--- src/rtl/led_chain_pulse_serializer_defines.svh ---
// -----------------------------------------------------------------------------
// led_chain_pulse_serializer_defines.svh
// Assertion macros used by the serializer core (lcps_core).
// -----------------------------------------------------------------------------
`ifndef LED_CHAIN_PULSE_SERIALIZER_DEFINES_SVH
`define LED_CHAIN_PULSE_SERIALIZER_DEFINES_SVH

// property checked at every clock edge outside reset
`define LCPS_ASSERT(lbl, prop, msg) \
	lbl: assert property (@(posedge clk) disable iff (!arst_n) (prop)) else $error(msg);

// implication with the consequent checked in the cycle after the antecedent
`define LCPS_ASSERT_NEXT(lbl, ante, cons, msg) \
	lbl: assert property (@(posedge clk) disable iff (!arst_n) (ante) |=> (cons)) \
		else $error(msg);

`endif

--- src/rtl/lcps_pkg.sv ---
// -----------------------------------------------------------------------------
// lcps_pkg
// Types and constants of the LED chain pulse serializer.
// -----------------------------------------------------------------------------
package lcps_pkg;

	localparam int TICK_W    = 16;
	localparam int CHAIN_W   = 10;
	localparam int COLOR_W   = 24;
	localparam int CIDX_W    = 5;
	localparam int REG_IDX_W = 3;

	// register indexes
	localparam logic [REG_IDX_W-1:0] REG_ZERO_HIGH = 3'd0;
	localparam logic [REG_IDX_W-1:0] REG_ZERO_LOW  = 3'd1;
	localparam logic [REG_IDX_W-1:0] REG_ONE_HIGH  = 3'd2;
	localparam logic [REG_IDX_W-1:0] REG_ONE_LOW   = 3'd3;
	localparam logic [REG_IDX_W-1:0] REG_LATCH     = 3'd4;
	localparam logic [REG_IDX_W-1:0] REG_CHAIN     = 3'd5;

	// reset values
	localparam logic [TICK_W-1:0]  RST_ZERO_HIGH = 16'd3;
	localparam logic [TICK_W-1:0]  RST_ZERO_LOW  = 16'd15;
	localparam logic [TICK_W-1:0]  RST_ONE_HIGH  = 16'd16;
	localparam logic [TICK_W-1:0]  RST_ONE_LOW   = 16'd2;
	localparam logic [TICK_W-1:0]  RST_LATCH     = 16'd2000;
	localparam logic [CHAIN_W-1:0] RST_CHAIN     = 10'd20;

	typedef struct packed {
		logic [TICK_W-1:0]  zero_high_ticks;
		logic [TICK_W-1:0]  zero_low_ticks;
		logic [TICK_W-1:0]  one_high_ticks;
		logic [TICK_W-1:0]  one_low_ticks;
		logic [TICK_W-1:0]  latch_ticks;
		logic [CHAIN_W-1:0] chain_length;
	} cfg_t;

	typedef struct packed {
		logic line_level;
		logic busy_res;
		logic frame_done;
	} res_t;

endpackage

--- src/rtl/lcps_cfg_regs.sv ---
// -----------------------------------------------------------------------------
// lcps_cfg_regs
// Timing and chain length registers with their write port.
// -----------------------------------------------------------------------------
module lcps_cfg_regs (
	input  logic                               clk,
	input  logic                               arst_n,
	input  logic                               wr_en,
	input  logic [lcps_pkg::REG_IDX_W-1:0]     wr_index,
	input  logic [lcps_pkg::TICK_W-1:0]        wr_data,
	output lcps_pkg::cfg_t                     cfg
);

	lcps_pkg::cfg_t cfg_q;

	always_ff @(posedge clk or negedge arst_n) begin
		if (!arst_n) begin
			cfg_q.zero_high_ticks <= lcps_pkg::RST_ZERO_HIGH;
			cfg_q.zero_low_ticks  <= lcps_pkg::RST_ZERO_LOW;
			cfg_q.one_high_ticks  <= lcps_pkg::RST_ONE_HIGH;
			cfg_q.one_low_ticks   <= lcps_pkg::RST_ONE_LOW;
			cfg_q.latch_ticks     <= lcps_pkg::RST_LATCH;
			cfg_q.chain_length    <= lcps_pkg::RST_CHAIN;
		end else if (wr_en) begin
			// unknown indexes are dropped
			unique case (wr_index)
				lcps_pkg::REG_ZERO_HIGH: cfg_q.zero_high_ticks <= wr_data;
				lcps_pkg::REG_ZERO_LOW:  cfg_q.zero_low_ticks  <= wr_data;
				lcps_pkg::REG_ONE_HIGH:  cfg_q.one_high_ticks  <= wr_data;
				lcps_pkg::REG_ONE_LOW:   cfg_q.one_low_ticks   <= wr_data;
				lcps_pkg::REG_LATCH:     cfg_q.latch_ticks     <= wr_data;
				lcps_pkg::REG_CHAIN:
					cfg_q.chain_length <= wr_data[lcps_pkg::CHAIN_W-1:0];
				default: ;
			endcase
		end
	end

	assign cfg = cfg_q;

endmodule

--- src/rtl/lcps_core.sv ---
// -----------------------------------------------------------------------------
// lcps_core
// Frame sequencer: phase, bit, LED and tick counters, one step per transfer.
// -----------------------------------------------------------------------------
`include "led_chain_pulse_serializer_defines.svh"

module lcps_core #(
	parameter int BITS_PER_LED = 24
) (
	input  logic                              clk,
	input  logic                              arst_n,
	input  logic                              step,
	input  logic                              command,
	input  logic [lcps_pkg::COLOR_W-1:0]      color,
	input  lcps_pkg::cfg_t                    cfg,
	output lcps_pkg::res_t                    res
);

	localparam int BIT_W = $clog2(BITS_PER_LED);

	localparam logic [1:0] PH_IDLE  = 2'd0;
	localparam logic [1:0] PH_HIGH  = 2'd1;
	localparam logic [1:0] PH_LOW   = 2'd2;
	localparam logic [1:0] PH_LATCH = 2'd3;

	logic [1:0]                       phase_q, phase_d;
	logic [lcps_pkg::COLOR_W-1:0]     color_q, color_d;
	logic [BIT_W-1:0]                 bit_pos_q, bit_pos_d;
	logic [lcps_pkg::CHAIN_W-1:0]     leds_left_q, leds_left_d;
	logic [lcps_pkg::TICK_W-1:0]      tick_q, tick_d;

	logic                             cur_bit;
	logic [lcps_pkg::CIDX_W-1:0]      color_idx;
	logic [BIT_W:0]                   bit_inc;
	logic [lcps_pkg::TICK_W-1:0]      tick_inc;
	logic [lcps_pkg::CHAIN_W-1:0]     leds_dec;
	logic [lcps_pkg::TICK_W-1:0]      high_lim, low_lim;

	// msb first; positions past the color word go out as zeros
	assign color_idx = lcps_pkg::CIDX_W'(lcps_pkg::COLOR_W - 1) -
		bit_pos_q[lcps_pkg::CIDX_W-1:0];
	assign cur_bit   = ({1'b0, bit_pos_q} < (BIT_W+1)'(lcps_pkg::COLOR_W)) ?
		color_q[color_idx] : 1'b0;
	assign bit_inc   = {1'b0, bit_pos_q} + (BIT_W+1)'(1);
	assign tick_inc  = tick_q + lcps_pkg::TICK_W'(1);
	assign leds_dec  = leds_left_q - lcps_pkg::CHAIN_W'(1);
	assign high_lim  = cur_bit ? cfg.one_high_ticks : cfg.zero_high_ticks;
	assign low_lim   = cur_bit ? cfg.one_low_ticks  : cfg.zero_low_ticks;

	always_comb begin
		phase_d        = phase_q;
		color_d        = color_q;
		bit_pos_d      = bit_pos_q;
		leds_left_d    = leds_left_q;
		tick_d         = tick_q;
		res.line_level = 1'b0;
		res.busy_res   = 1'b0;
		res.frame_done = 1'b0;
		if (command) begin
			res.busy_res = 1'b1;
			if (phase_q == PH_IDLE) begin
				color_d     = color;
				bit_pos_d   = '0;
				leds_left_d = cfg.chain_length;
				tick_d      = '0;
				phase_d     = (cfg.chain_length == '0) ? PH_LATCH : PH_HIGH;
			end else if (phase_q == PH_HIGH) begin
				res.line_level = 1'b1;
			end
		end else begin
			unique case (phase_q)
				PH_HIGH: begin
					res.line_level = 1'b1;
					res.busy_res   = 1'b1;
					tick_d         = tick_inc;
					if (tick_inc >= high_lim) begin
						tick_d  = '0;
						phase_d = PH_LOW;
					end
				end
				PH_LOW: begin
					res.busy_res = 1'b1;
					tick_d       = tick_inc;
					if (tick_inc >= low_lim) begin
						tick_d    = '0;
						phase_d   = PH_HIGH;
						bit_pos_d = bit_inc[BIT_W-1:0];
						if (bit_inc >= (BIT_W+1)'(BITS_PER_LED)) begin
							bit_pos_d   = '0;
							leds_left_d = leds_dec;
							if (leds_dec == '0)
								phase_d = PH_LATCH;
						end
					end
				end
				PH_LATCH: begin
					res.busy_res = 1'b1;
					tick_d       = tick_inc;
					if (tick_inc >= cfg.latch_ticks) begin
						tick_d         = '0;
						phase_d        = PH_IDLE;
						res.frame_done = 1'b1;
					end
				end
				default: ;
			endcase
		end
	end

	always_ff @(posedge clk or negedge arst_n) begin
		if (!arst_n) begin
			phase_q     <= PH_IDLE;
			color_q     <= '0;
			bit_pos_q   <= '0;
			leds_left_q <= '0;
			tick_q      <= '0;
		end else if (step) begin
			phase_q     <= phase_d;
			color_q     <= color_d;
			bit_pos_q   <= bit_pos_d;
			leds_left_q <= leds_left_d;
			tick_q      <= tick_d;
		end
	end

	`LCPS_ASSERT(a_idle_tick_clear, (phase_q != PH_IDLE) || (tick_q == '0), "idle with tick count")
	`LCPS_ASSERT(a_bit_range, {1'b0, bit_pos_q} < (BIT_W+1)'(BITS_PER_LED), "bit position out of range")
	`LCPS_ASSERT(a_leds_live, ((phase_q != PH_HIGH) && (phase_q != PH_LOW)) || (leds_left_q != '0), "sending with no LEDs left")
	`LCPS_ASSERT_NEXT(a_done_idle, step && res.frame_done, phase_q == PH_IDLE, "frame end not idle")

endmodule

--- src/rtl/led_chain_pulse_serializer.sv ---
// Output timing: each result is registered and appears on m_* in the cycle after its input transfer.
// Throughput: one item per cycle while m_tready allows; the single output register lets a new item
// in whenever it is empty or being drained in the same cycle.
// Reset (arst_n low, asynchronous): registers return to their defaults, the
// sequencer goes idle and the output register empties.
// -----------------------------------------------------------------------------
// led_chain_pulse_serializer
// Pulse-width serializer for a chain of LEDs sharing one color.
// -----------------------------------------------------------------------------
module led_chain_pulse_serializer #(
	parameter int BITS_PER_LED = 24
) (
	input  logic                            clk,
	input  logic                            arst_n,
	// configuration writes
	input  logic                            cfg_valid,
	output logic                            cfg_ready,
	input  logic [lcps_pkg::REG_IDX_W-1:0]  cfg_index,
	input  logic [lcps_pkg::TICK_W-1:0]     cfg_data,
	// input stream
	input  logic                            s_tvalid,
	output logic                            s_tready,
	input  logic [23:0]                     s_tdata,  // first_byte, second_byte, third_byte
	input  logic                            s_tuser,  // command
	// result stream
	output logic                            m_tvalid,
	input  logic                            m_tready,
	output logic [7:0]                      m_tdata,  // line_level, busy_res, zero pad
	output logic                            m_tlast   // frame_done
);

	lcps_pkg::cfg_t  cfg;
	lcps_pkg::res_t  res;
	logic            in_xfer;
	logic            out_valid_q;
	lcps_pkg::res_t  out_res_q;

	assign cfg_ready = 1'b1;

	lcps_cfg_regs u_cfg (
		.clk      (clk),
		.arst_n   (arst_n),
		.wr_en    (cfg_valid & cfg_ready),
		.wr_index (cfg_index),
		.wr_data  (cfg_data),
		.cfg      (cfg)
	);

	assign s_tready = !out_valid_q || m_tready;
	assign in_xfer  = s_tvalid && s_tready;

	lcps_core #(
		.BITS_PER_LED (BITS_PER_LED)
	) u_core (
		.clk     (clk),
		.arst_n  (arst_n),
		.step    (in_xfer),
		.command (s_tuser),
		.color   ({s_tdata[7:0], s_tdata[15:8], s_tdata[23:16]}),
		.cfg     (cfg),
		.res     (res)
	);

	always_ff @(posedge clk or negedge arst_n) begin
		if (!arst_n) begin
			out_valid_q <= 1'b0;
		end else if (s_tready) begin
			out_valid_q <= s_tvalid;
		end
	end

	always_ff @(posedge clk) begin
		if (in_xfer) begin
			out_res_q <= res;
		end
	end

	assign m_tvalid = out_valid_q;
	assign m_tdata  = {6'b0, out_res_q.busy_res, out_res_q.line_level};
	assign m_tlast  = out_res_q.frame_done;

endmodule
--- config.mk ---
export PLATFORM = sky130hd
export DESIGN_NAME = led_chain_pulse_serializer
export DESIGN_NICKNAME = d
export VERILOG_FILES = /design/src/rtl/lcps_pkg.sv /design/src/rtl/lcps_cfg_regs.sv /design/src/rtl/lcps_core.sv /design/src/rtl/led_chain_pulse_serializer.sv
export VERILOG_INCLUDE_DIRS = /design/src /design/src/rtl
export SDC_FILE = /design/constraint.sdc
export NUM_CORES = 1
export LEC_CHECK = 0
export ABC_AREA = 0
export BUFFER_PORTS_ARGS = -buffer_cell sky130_fd_sc_hd__buf_4
export CORE_MARGIN = 2
export CORE_UTILIZATION = 46
export CTS_CLUSTER_DIAMETER = 150
export DETAILED_ROUTE_END_ITERATION = 10
export MAX_ROUTING_LAYER = met4
export PLACE_DENSITY_LB_ADDON = 0.15
export REMOVE_ABC_BUFFERS = 1
export SKIP_CTS_REPAIR_TIMING = 1
export SLEW_MARGIN = 25
export SYNTH_ARGS = -nofsm -noshare
export SYNTH_HDL_FRONTEND = slang
export SYNTH_SLANG_ARGS = --single-unit
--- constraint.sdc ---
create_clock -name clk -period 5.6 [get_ports clk]
set_clock_uncertainty 0.05 [all_clocks]
set_input_delay 1.12 -clock clk [delete_from_list [all_inputs] [get_ports clk]]
set_output_delay 1.12 -clock clk [all_outputs]
set_load 0.03 [all_outputs]
==> impl_metrics.tcl <==
set metrics [dict create \
    rows 49 \
    timing.rr.start "u_core.bit_pos_q[0]$_DFFE_PN0P_" \
    cts.reportedPaths.clkPinSlew_ps 60 \
    crit_buf_inv 1 \
    port_buffers 53 \
    yosys_warnings 0 \
    io_pins 61 \
    hold_violations 0 \
    nets 925 \
    fin_util 0.530 \
    placed_cell_area_um2 8900 \
    drt_iter0_markers 325 \
    drc 0 \
    numCtsBuffers 17 \
    cp_common_cell "mux4_2" \
    syn_inst 774 \
    hold_class "flip-flop to flip-flop" \
    synth-edff-count 3 \
    worstPathCellList "mux4_2, mux4_2, nand2b_1, a21oi_4, buf_4, mux2i_1, ha_1, nand3_1, or3_1, o31ai_1, o311a_1, nor2_2, a221o_1" \
    cts_buffer_depth 2 \
    stdcell_area_um2 9460 \
    slowest_delay_ps 820 \
    dp.cells 1032 \
    slew_viol_final 0 \
    final.setup.worst_slack_ps 547 \
    path_depth 13 \
    wire_per_inst_um 18.0 \
    seq_area_frac_synth 0.460 \
    drtAntennaViolNets 0 \
    yosys_most_used_dff "dfrtp_1" \
    fin_tns_setup_ps 0 \
    antenna_found_initial 0 \
    dp_worst_setup_slack_ps 521 \
    clockRootBuffer "clkbuf_16" \
    worstReg2RegEnd "u_core.leds_left_q[3]$_DFFE_PN0P_" \
    holdPathStages 2 \
    syn_avg_cell_area_um2 10.7 \
    clock_latency_ps 430 \
    syn-cell-area_um2 8290 \
    cts_tree "done" \
    via_per_inst 5.62 \
    async_reset_ff_frac 0.980 \
    synth_cell_types 69 \
    cp_data_required_time_ps 5860 \
    max-slew-margin-rel 0.307 \
    die_area_um2 19100 \
    leakage_nw 4.39 \
    crit_arrival_ps 5320 \
    num_antenna_cells 0 \
    max-vdd-ir-drop_mv 0.244 \
    power.density_nw_per_um2 434 \
    finalWirelength_mm 19.1 \
    core_um2 17800 \
    grtUsageTotal 0.216 \
    synth.area.top_cells "dfrtp_1 (40%), mux2_2 (10%), ha_1 (8.2%), nand2_1 (5.2%), dfstp_2 (5.1%)" \
    critical_path.startpoint_type "flip-flop" \
    min_from "u_core.color_q[10]$_DFFE_PN0P_" \
    n_fill_cell 1554 \
    grt_max_degree 108 \
    drive_gt1_frac 0.251 \
    worstMarginPinSlew_ps 1040 \
    critPathSlowestCell "a21oi_4" \
    outcome "finished clean" \
    first_global_vias 6273 \
    synth-seq-cells 151 \
    rr_worst_depth 13 \
    htreeDepth 4 \
    drv_cap 0 \
    die_w_um 138 \
    timing.final.crit_share 0.902 \
    die_h_um 138 \
    initial_core_util 0.465 \
    crit_family "compound AO/OA/AOI/OAI gates" \
    endpoint_kind "flip-flop" \
    layout.cells.non_filler 1064 \
    gp_congestion 0.836 \
    finalCriticalPeriod_ps 5050 \
    r2r_slack_ps 550 \
    rsz0062_at_grt "no" \
    num_vias 5977 \
    overflow 0 \
    final-setup-viol-count 0 \
    clock-sinks 151 \
    synthTopCellsByCount "dfrtp_1 (132), nand2_1 (115), mux2_2 (77)" \
    cp_max_fo 21 \
    synth.most_common_cell "dfrtp_1" \
    grt_pass1_wl_mm 32.0 \
    synth_top_area_share 0.398 \
    hpwl_mm 13.8 \
    synth_top_area_cell "dfrtp_1" \
    first_pass_iters 5 \
    synthToLayoutAreaGrowth_pct 14.2 \
    fmax_mhz 198 \
    hold_path_end "u_core.color_q[10]$_DFFE_PN0P_" \
    crit_type "flip-flop to flip-flop" \
]
cell type report:
class                      instances  area [µm²]  area share
clock buffer                      19         433      0.0457
tap                              229         287      0.0303
multi-input combinational        552        4170       0.441
timing repair buffer              64         490      0.0518
inverter                          36         135      0.0143
clock inverter                    13         131      0.0139
sequential                       151        3810       0.403
worst register-to-register path, delay by kind of cell (launching register included):
family / cells / cell delay, ps
AND/OR/NAND/NOR: 4 / 730
flip-flops: 1 / 690
multiplexers: 3 / 700
buffers and inverters: 1 / 410
AO/OA/AOI/OAI: 4 / 2060
adder cells (fa/ha/maj): 1 / 310
cell families (layout without fill, tap and decap cells):
group / Yosys count / after routing / share of synthesized area
AND/OR/NAND/NOR: 232 / 232 / 0.133
flip-flops: 151 / 151 / 0.460
AO/OA/AOI/OAI: 124 / 124 / 0.0993
multiplexers: 119 / 119 / 0.166
buffers and inverters: 76 / 132 / 0.0421
adder cells (fa/ha/maj): 54 / 54 / 0.0815
XOR/XNOR: 16 / 16 / 0.0169
other: 2 / 7 / 0.000906
routing by layer:
layer	vias to the layer above	global-route usage	wire length (µm)
met1	2941	0.287	9080
met3	27	0.0492	839
met5	-	-	0
li1	2869	-	-
met4	0	0.0612	262
met2	140	0.335	8960
per-stage QoR:
step | hold WS (ps) | power, mW
2_1_floorplan | 390 | 2.59
3_3_place_gp | 418 | 2.96
3_5_place_dp | 416 | 3.02
4_1_cts | 433 | 4.15
5_1_grt | 459 | 4.40
6_report | 431 | 4.11
report_power, final:
| part | switching (mW) | internal, mW |
|---|---|---|
| clock | 0.456 | 0.653 |
| combinational | 0.722 | 0.644 |
| sequential | 0.235 | 1.40 |
| total | 1.41 | 2.70 |
sequential cells by signal, indices dropped and copies added (netlist names):
register and count:
u_cfg.cfg 90, u_core.color_q 24, u_core.tick_q 16, u_core.leds_left_q 10, u_core.bit_pos_q 5, m_tdata 2, u_core.phase_q 2, m_tlast 1
m_tvalid 1
cells in the final DEF, fill, tap and decap left out, drive strengths merged, types with 7 or more instances in the layout:
master and instances:
xnor2 10, nand2b 7, mux4 7, a31oi 9, mux2i 33, a211oi 7
buf 63, inv 38, clkbuf 20, ha 54, nand3 17, nand2 115
nor2 26, a21oi 21, nor3 10, conb 7, dfstp 16, and3 12
o31a 8, mux2 79, nand4 11, dfrtp 132, o21ai 39
worst max path at each step:
stage / to / from
5_1_grt: u_core.leds_left_q[3]$_DFFE_PN0P_ / u_core.bit_pos_q[0]$_DFFE_PN0P_
2_1_floorplan: u_core.leds_left_q[8]$_DFFE_PN0P_ / u_core.bit_pos_q[0]$_DFFE_PN0P_
3_3_place_gp: u_core.leds_left_q[3]$_DFFE_PN0P_ / u_core.bit_pos_q[0]$_DFFE_PN0P_
4_1_cts: u_core.leds_left_q[3]$_DFFE_PN0P_ / u_core.bit_pos_q[0]$_DFFE_PN0P_
6_report: u_core.leds_left_q[3]$_DFFE_PN0P_ / u_core.bit_pos_q[0]$_DFFE_PN0P_
3_5_place_dp: u_core.leds_left_q[3]$_DFFE_PN0P_ / u_core.bit_pos_q[0]$_DFFE_PN0P_
Note: power is estimated with default switching activity, not from simulation.
